`src/rtl/core/assert_macros.svh`:
```
// ---------------------------------------------------------------------------
// Assertion macros
// Shared concurrent assertion forms used by the template walker modules.
// ---------------------------------------------------------------------------
`ifndef ASSERT_MACROS_SVH
`define ASSERT_MACROS_SVH

// The condition must hold at every clock edge outside reset.
`define ASSERT_ALWAYS(lbl, clk, rst_n, cond) \
	lbl: assert property (@(posedge clk) disable iff (!rst_n) (cond)) \
		else $error("%m: check failed");

// When the trigger holds, the consequence must hold at the next clock edge.
`define ASSERT_NEXT(lbl, clk, rst_n, trig, cons) \
	lbl: assert property (@(posedge clk) disable iff (!rst_n) (trig) |=> (cons)) \
		else $error("%m: check failed");

`endif

```
`src/rtl/core/iptlw_pkg.sv`:
```
// ---------------------------------------------------------------------------
// IPFIX template length walker package
// Item types, the walker phase type and the protocol constants.
// ---------------------------------------------------------------------------
package iptlw_pkg;

	localparam int QueueDepth = 2;

	localparam logic [15:0] VarLen    = 16'hFFFF;
	localparam int          EntBit    = 15;
	localparam logic [16:0] SpecBytes = 17'd4;
	localparam logic [16:0] EntBytes  = 17'd4;

	typedef struct packed {
		logic [15:0] word;
		logic        first;
		logic        options;
		logic [15:0] avail_bytes;
	} in_item_t;

	typedef struct packed {
		logic [15:0] tmpl_id;
		logic [15:0] num_specs;
		logic [15:0] spec_bytes;
		logic [30:0] data_min_len;
		logic        variable_len;
		logic        status;
	} out_item_t;

	// Input item after classification in the front part.
	typedef struct packed {
		logic [15:0] word;
		logic        first;
		logic        options;
		logic [15:0] avail_bytes;
		logic        ent;
		logic        var_len;
	} cls_item_t;

	typedef enum logic [2:0] {
		PH_IDLE,
		PH_COUNT,
		PH_SCOPE,
		PH_EID,
		PH_LEN,
		PH_ENT1,
		PH_ENT2
	} phase_t;

endpackage

```
`src/rtl/core/iptlw_front.sv`:
```
// ---------------------------------------------------------------------------
// Template walker front part
// Accepts input items, classifies each word and holds them in a short queue.
// ---------------------------------------------------------------------------
`include "assert_macros.svh"

module iptlw_front #(
	parameter int Depth = iptlw_pkg::QueueDepth
) (
	input  logic                clk,
	input  logic                arst_n,
	input  logic                item_valid,
	output logic                item_stall,
	input  iptlw_pkg::in_item_t item,
	output logic                q_valid,
	input  logic                q_pop,
	output iptlw_pkg::cls_item_t q_item
);

	localparam int PtrW = (Depth > 1) ? $clog2(Depth) : 1;
	localparam int CntW = $clog2(Depth + 1);

	iptlw_pkg::cls_item_t mem_q [Depth];
	iptlw_pkg::cls_item_t cls;
	logic [PtrW-1:0] wr_ptr_q, rd_ptr_q;
	logic [CntW-1:0] count_q;
	logic push, pop, full;

	assign full       = (count_q == CntW'(Depth));
	assign item_stall = full;
	assign push       = item_valid && !full;
	assign pop        = q_pop && q_valid;
	assign q_valid    = (count_q != '0);
	assign q_item     = mem_q[rd_ptr_q];

	always_comb begin
		cls.word        = item.word;
		cls.first       = item.first;
		cls.options     = item.options;
		cls.avail_bytes = item.avail_bytes;
		cls.ent         = item.word[iptlw_pkg::EntBit];
		cls.var_len     = (item.word == iptlw_pkg::VarLen);
	end

	function automatic logic [PtrW-1:0] ptr_next(input logic [PtrW-1:0] p);
		ptr_next = (p == PtrW'(Depth - 1)) ? '0 : p + 1'b1;
	endfunction

	always_ff @(posedge clk) begin
		if (push) begin
			mem_q[wr_ptr_q] <= cls;
		end
	end

	always_ff @(posedge clk or negedge arst_n) begin
		if (!arst_n) begin
			wr_ptr_q <= '0;
			rd_ptr_q <= '0;
			count_q  <= '0;
		end else begin
			if (push) begin
				wr_ptr_q <= ptr_next(wr_ptr_q);
			end
			if (pop) begin
				rd_ptr_q <= ptr_next(rd_ptr_q);
			end
			if (push && !pop) begin
				count_q <= count_q + 1'b1;
			end else if (pop && !push) begin
				count_q <= count_q - 1'b1;
			end
		end
	end

	`ASSERT_ALWAYS(a_count_bound, clk, arst_n, count_q <= CntW'(Depth))
	`ASSERT_NEXT(a_count_up, clk, arst_n, push && !pop, count_q == $past(count_q) + 1'b1)

endmodule

```
`src/rtl/core/iptlw_back.sv`:
```
// ---------------------------------------------------------------------------
// Template walker back part; a record's last word waits on a held result.
// Walks the record one classified word per cycle and registers the result.
// ---------------------------------------------------------------------------
`include "assert_macros.svh"

module iptlw_back (
	input  logic                 clk,
	input  logic                 arst_n,
	input  logic                 q_valid,
	output logic                 q_pop,
	input  iptlw_pkg::cls_item_t q_item,
	output logic                 result_valid,
	input  logic                 result_stall,
	output iptlw_pkg::out_item_t result
);

	iptlw_pkg::phase_t phase_q, phase_d;
	logic [15:0] fields_left_q, fields_left_d;
	logic [16:0] spec_total_q, spec_total_d;
	logic [30:0] data_total_q, data_total_d;
	logic        var_seen_q, var_seen_d;
	logic        ent_pending_q, ent_pending_d;
	logic [15:0] record_id_q, record_id_d;
	logic [15:0] record_count_q, record_count_d;
	logic [15:0] byte_limit_q, byte_limit_d;
	logic        is_options_q, is_options_d;

	logic        take, emit, bad;
	logic        res_valid_q;
	iptlw_pkg::out_item_t res_q;
	logic [16:0] spec_sum;
	logic [30:0] data_sum;
	logic [15:0] fields_dec;
	logic        bad_zeroed;

	// A word that ends a record waits while the result register is held;
	// every other word goes on regardless of the receiver.
	assign take  = q_valid && (!emit || !res_valid_q || !result_stall);
	assign q_pop = take;

	assign spec_sum   = spec_total_q + iptlw_pkg::SpecBytes
		+ (ent_pending_q ? iptlw_pkg::EntBytes : 17'd0);
	assign data_sum   = data_total_q + (q_item.var_len ? 31'd1 : {15'd0, q_item.word});
	assign fields_dec = fields_left_q - 1'b1;

	always_comb begin
		phase_d        = phase_q;
		fields_left_d  = fields_left_q;
		spec_total_d   = spec_total_q;
		data_total_d   = data_total_q;
		var_seen_d     = var_seen_q;
		ent_pending_d  = ent_pending_q;
		record_id_d    = record_id_q;
		record_count_d = record_count_q;
		byte_limit_d   = byte_limit_q;
		is_options_d   = is_options_q;
		emit           = 1'b0;
		bad            = 1'b0;
		if (q_item.first) begin
			record_id_d    = q_item.word;
			is_options_d   = q_item.options;
			byte_limit_d   = q_item.avail_bytes;
			record_count_d = '0;
			fields_left_d  = '0;
			spec_total_d   = '0;
			data_total_d   = '0;
			var_seen_d     = 1'b0;
			ent_pending_d  = 1'b0;
			phase_d        = iptlw_pkg::PH_COUNT;
		end else begin
			case (phase_q)
				iptlw_pkg::PH_COUNT: begin
					record_count_d = q_item.word;
					fields_left_d  = q_item.word;
					if (is_options_q) begin
						phase_d = iptlw_pkg::PH_SCOPE;
					end else if (q_item.word == '0) begin
						emit = 1'b1;
					end else begin
						phase_d = iptlw_pkg::PH_EID;
					end
				end
				iptlw_pkg::PH_SCOPE: begin
					if (fields_left_q == '0) begin
						emit = 1'b1;
					end else begin
						phase_d = iptlw_pkg::PH_EID;
					end
				end
				iptlw_pkg::PH_EID: begin
					ent_pending_d = q_item.ent;
					phase_d       = iptlw_pkg::PH_LEN;
				end
				iptlw_pkg::PH_LEN: begin
					data_total_d = data_sum;
					spec_total_d = spec_sum;
					if (q_item.var_len) begin
						var_seen_d = 1'b1;
					end
					if (spec_sum > {1'b0, byte_limit_q}) begin
						emit = 1'b1;
						bad  = 1'b1;
					end else if (ent_pending_q) begin
						phase_d = iptlw_pkg::PH_ENT1;
					end else begin
						fields_left_d = fields_dec;
						if (fields_dec == '0) begin
							emit = 1'b1;
						end else begin
							phase_d = iptlw_pkg::PH_EID;
						end
					end
				end
				iptlw_pkg::PH_ENT1: begin
					phase_d = iptlw_pkg::PH_ENT2;
				end
				iptlw_pkg::PH_ENT2: begin
					fields_left_d = fields_dec;
					if (fields_dec == '0) begin
						emit = 1'b1;
					end else begin
						phase_d = iptlw_pkg::PH_EID;
					end
				end
				default: begin
					phase_d = phase_q;
				end
			endcase
			if (emit) begin
				phase_d = iptlw_pkg::PH_IDLE;
			end
		end
	end

	always_ff @(posedge clk or negedge arst_n) begin
		if (!arst_n) begin
			phase_q        <= iptlw_pkg::PH_IDLE;
			fields_left_q  <= '0;
			spec_total_q   <= '0;
			data_total_q   <= '0;
			var_seen_q     <= 1'b0;
			ent_pending_q  <= 1'b0;
			record_id_q    <= '0;
			record_count_q <= '0;
			byte_limit_q   <= '0;
			is_options_q   <= 1'b0;
			res_valid_q    <= 1'b0;
		end else begin
			if (take) begin
				phase_q        <= phase_d;
				fields_left_q  <= fields_left_d;
				spec_total_q   <= spec_total_d;
				data_total_q   <= data_total_d;
				var_seen_q     <= var_seen_d;
				ent_pending_q  <= ent_pending_d;
				record_id_q    <= record_id_d;
				record_count_q <= record_count_d;
				byte_limit_q   <= byte_limit_d;
				is_options_q   <= is_options_d;
			end
			if (take && emit) begin
				res_valid_q <= 1'b1;
			end else if (!result_stall) begin
				res_valid_q <= 1'b0;
			end
		end
	end

	// A malformed record reports only its header fields and a set status bit.
	always_ff @(posedge clk) begin
		if (take && emit) begin
			res_q.tmpl_id      <= record_id_q;
			res_q.num_specs    <= record_count_d;
			res_q.spec_bytes   <= bad ? 16'd0 : spec_total_d[15:0];
			res_q.data_min_len <= bad ? 31'd0 : data_total_d;
			res_q.variable_len <= bad ? 1'b0 : var_seen_d;
			res_q.status       <= bad;
		end
	end

	assign result_valid = res_valid_q;
	assign result       = res_q;

	assign bad_zeroed = (res_q.spec_bytes == '0) && (res_q.data_min_len == '0)
		&& !res_q.variable_len;

	`ASSERT_NEXT(a_idle_after_result, clk, arst_n, take && emit, phase_q == iptlw_pkg::PH_IDLE)
	`ASSERT_ALWAYS(a_bad_is_empty, clk, arst_n, !(res_valid_q && res_q.status) || bad_zeroed)

endmodule

```
`src/rtl/core/ipfix_template_length_walker_unit.sv`:
```
// ---------------------------------------------------------------------------
// IPFIX template length walker
// Walks template and options-template records word by word and reports
// the header, specifier byte total, minimum data length and status.
// ---------------------------------------------------------------------------
// Usage:
// The input channel (item_valid, item_stall, item) carries one 16-bit record
// word per item; first marks the template ID word and brings the options flag
// and the available byte count with it. The result channel (result_valid,
// result_stall, result) carries one item per finished or malformed record.
// Throughput is one word per cycle unless a held result stalls a record end;
// the front queue of Depth entries decouples input from the walker.
// result_valid rises once the word ending the record has passed the front
// queue and the walker has written the result register.
// While the receiver stalls, the result register holds its item; the walker
// keeps consuming words up to the next record's last word, which waits, and
// the front queue then fills and raises item_stall.
// Reset empties the queue, drops any record in progress and leaves the walker
// idle, ignoring words until the next first word.
// ---------------------------------------------------------------------------
module ipfix_template_length_walker_unit #(
	parameter int Depth = iptlw_pkg::QueueDepth
) (
	input  logic                 clk,
	input  logic                 arst_n,
	input  logic                 item_valid,
	output logic                 item_stall,
	input  iptlw_pkg::in_item_t  item,
	output logic                 result_valid,
	input  logic                 result_stall,
	output iptlw_pkg::out_item_t result
);

	logic                 q_valid, q_pop;
	iptlw_pkg::cls_item_t q_item;

	iptlw_front #(
		.Depth(Depth)
	) u_front (
		.clk       (clk),
		.arst_n    (arst_n),
		.item_valid(item_valid),
		.item_stall(item_stall),
		.item      (item),
		.q_valid   (q_valid),
		.q_pop     (q_pop),
		.q_item    (q_item)
	);

	iptlw_back u_back (
		.clk         (clk),
		.arst_n      (arst_n),
		.q_valid     (q_valid),
		.q_pop       (q_pop),
		.q_item      (q_item),
		.result_valid(result_valid),
		.result_stall(result_stall),
		.result      (result)
	);

endmodule
```
`config.mk`:
```
export PLATFORM = sky130hd
export DESIGN_NAME = ipfix_template_length_walker_unit
export DESIGN_NICKNAME = d
export VERILOG_FILES = /design/src/rtl/core/iptlw_pkg.sv /design/src/rtl/core/iptlw_front.sv /design/src/rtl/core/iptlw_back.sv /design/src/rtl/core/ipfix_template_length_walker_unit.sv
export VERILOG_INCLUDE_DIRS = /design/src /design/src/rtl/core
export SDC_FILE = /design/constraint.sdc
export NUM_CORES = 1
export LEC_CHECK = 0
export BUFFER_PORTS_ARGS = -buffer_cell sky130_fd_sc_hd__buf_2
export CAP_MARGIN = 20
export CORE_AREA = 2 2 185 132
export DETAILED_ROUTE_END_ITERATION = 8
export DIE_AREA = 0 0 187 134
export PLACE_DENSITY = 0.79
export SETUP_SLACK_MARGIN = 0.5
export SYNTH_ARGS = -nofsm -noshare
export SYNTH_HDL_FRONTEND = slang
export SYNTH_HIERARCHICAL = 1
export SYNTH_SLANG_ARGS = --single-unit
```
`constraint.sdc`:
```
create_clock -name clk -period 10.7 [get_ports clk]
set_clock_uncertainty 0.05 [all_clocks]
set_input_delay 0.535 -clock clk [delete_from_list [all_inputs] [get_ports clk]]
set_output_delay 0.535 -clock clk [all_outputs]
set_load 0.02 [all_outputs]
```
==> run summary <==
Pre-Repair DR Iteration Count: 9
outcome: finished clean
initial detailed-routing violation count: 1139
cell chain of the critical path: inv_1 -> ha_1 -> inv_1 -> ha_1 -> and3_1 -> nand4_2 -> nor2_1 -> xor2_1 -> ha_1 -> nand4_1 -> nor4_2 -> a41o_1 -> a31oi_1 -> nor4b_2 -> nor2_4 -> buf_4 -> inv_2 -> nand2b_1 -> o41ai_1
max-slew violations: 0
ANT cells: 0
LEAKAGE: 6.21 nW
critical path class: flop to flop
Remaining DRCs: 0
period utilization: 0.529
global-route wire length before repair: 51100 um
CTS Buf Count: 26
vias in the first global route: 9186
CP Max Fanout: 51
Design Area, Final: 15400 um^2
most frequent cells in the layout: nand2_1 (170), edfxtp_1 (151), dfrtp_1 (122)
Final setup viols: 0
Post-CTS Hold Buffers: 0
Setup TNS Final: 0 ps
drt total wl: 32100 um
Cell variety after synth: 86
non-filler cells, final: 1672
Seq/Total Area, Yosys: 0.552
Final GP Congestion: 0.936
Rows: 47
EDFF count, synth: 151
Total GRT Usage: 0.257
power per cell area: 240 nW/um^2
critical path's largest stage delay: 520 ps
Cell Area, Placed: 14500 um^2
Tightest Pin Transition: 973 ps
Seq cells post-synth: 274
Worst EP arrival: 6030 ps
# clock sinks: 274
slew margin rel.: 0.350
fill cell count: 1767
Worst Setup End Kind: flop
via count: 10100
placed cell count: 1622
commonest non-fill, non-tap cell in the layout: nand2_1
layout cell share with drive strength beyond 1: 0.201
Max Clk Rate: 177 MHz
Ys Warns: 6
Top cell by count, worst path: ha_1
Worst Reg2Reg Path Length in Cells: 19
required time of the critical path: 11060 ps
Reg area: 7610 um^2
Final min period: 5660 ps
TritonCTS clock tree: built
initial antenna violation count: 0
asr flop ratio synth: 0.449
Critical Path Start Type: flop
Longest Clk Path Bufs: 3
Ports: 121
Die ar.: 25100 um^2
Worst-Skew Late Latency: 540 ps
remaining global-route overflow: 0
Max VDD drop: 0.000127 V
RSZ-0062 raised after global routing: false
Vias per Instance: 6.01
H-tree levels: 1
Final #Nets: 1412
area of the core: 23300 um^2
Synth Cell Area: 13800 um^2
CP max-delay cell: inv_2
post-synth net total: 1318
P&R area growth vs syn: 11.8%
Post-CTS Setup Bufs: 0
cells after synthesis: 1240
Root Driver: clkbuf_16
wire per inst: 19.2 um
Final HPWL DP: 21600 um
post-CTS sizing: 0
die boundary height: 134 um
Antenna Nets Post-Route: 0
Avg Inst Size Synth: 11.1 um^2
PortBufs: 120
Final Hold Viols: 0
Primary FF master, synth: edfxtp_1
Clock transition at path regs: 60 ps
largest net degree at the start of global routing: 69
multi-input logic area: 5690 um^2
Die Wd: 187 um
Max Cap Viol: 0
Initial Utilization: 0.591
Worst Hold Class: input port to async pin
-- stage by stage --
step / worst slack [ps] / util / power [mW] / hold WS [ps]
floorplan: 1130 / - / 2.46 / 189
global placement: 5510 / 0.622 / 2.73 / 376
detailed placement: 5250 / 0.622 / 2.77 / 381
CTS: 5180 / 0.659 / 3.70 / 31.4
global route: 4570 / 0.660 / 3.90 / 60.9
finish: 5040 / 0.660 / 3.70 / 4.51
-- kinds of logic after synthesis --
group	synth area share
AND/OR/NAND/NOR	0.147
AO/OA/AOI/OAI	0.140
flip-flops	0.552
buffers and inverters	0.0357
multiplexers	0.0559
XOR/XNOR	0.0318
adder cells (fa/ha/maj)	0.0368
-- layout make-up --
class / count / area share
Sequential cell: 274 / 0.494
Inverter: 33 / 0.00803
Clock inverter: 10 / 0.00592
Tap cell: 318 / 0.0258
Timing Repair Buffer: 135 / 0.0476
Clock buffer: 38 / 0.0497
Multi-Input combinational cell: 864 / 0.369
-- critical path, delay by kind of cell (launching register included) --
family	cells	cell delay (ps)
XOR/XNOR	1	140
flip-flops	1	340
buffers and inverters	4	1000
AO/OA/AOI/OAI	3	810
AND/OR/NAND/NOR	8	2320
adder cells (fa/ha/maj)	3	810
-- flip-flops by register name (all words and copies together) (netlist names), 2 cells and up --
name and count:
u_back/result 81, u_back/fields_left_q 16, u_back/spec_total_q 17, u_back/phase_q 3, u_front/mem_q 70, u_back/data_total_q 31, u_back/byte_limit_q 16, u_back/record_count_q 16
u_front/count_q 2, u_back/record_id_q 16
-- path summary, 6_finish.rpt --
path,to,slack (ps),from
min reg2reg,u_back/result[67],400,u_back/record_id_q[2]
max reg2reg,u_back/data_total_q[23],5040,u_back/ent_pending_q
min,u_back/record_count_q[9],5,arst_n
max in group asynchronous,u_back/spec_total_q[7],9170,arst_n
max,u_back/data_total_q[23],5040,u_back/ent_pending_q
min in group clk,u_front/mem_q[1][15],140,item[13]
-- metal layers --
layer,up-vias,global-route usage,routed length (um)
met1,4873,0.398,14600
met4,0,0.0648,632
met5,-,0,0
met3,43,0.0432,2810
met2,465,0.380,14000
li1,4676,-,-
-- power by group --
part | total [mW] | switching, mW | leakage, nW | internal, mW
Clock | 0.913 | 0.391 | 0.421 | 0.522
Combinational | 1.31 | 0.823 | 2.81 | 0.487
Sequential | 1.48 | 0.133 | 2.98 | 1.35
-- cells in the mapped netlist (14+ instances only) --
cell type	number	area share
a21oi_1	75	0.027
a22o_1	14	0.0089
buf_2	16	0.0058
clkbuf_1	41	0.011
dfrtp_1	123	0.22
edfxtp_1	151	0.33
ha_1	39	0.035
inv_1	32	0.0087
mux2_2	27	0.022
mux2_4	29	0.032
nand2_1	170	0.046
nand3_1	15	0.0054
nand4_1	17	0.0077
nor2_1	97	0.026
nor2b_1	23	0.010
nor3_1	15	0.0054
o21ai_0	89	0.032
xnor2_1	37	0.023
(Power assumes the default switching activity.)
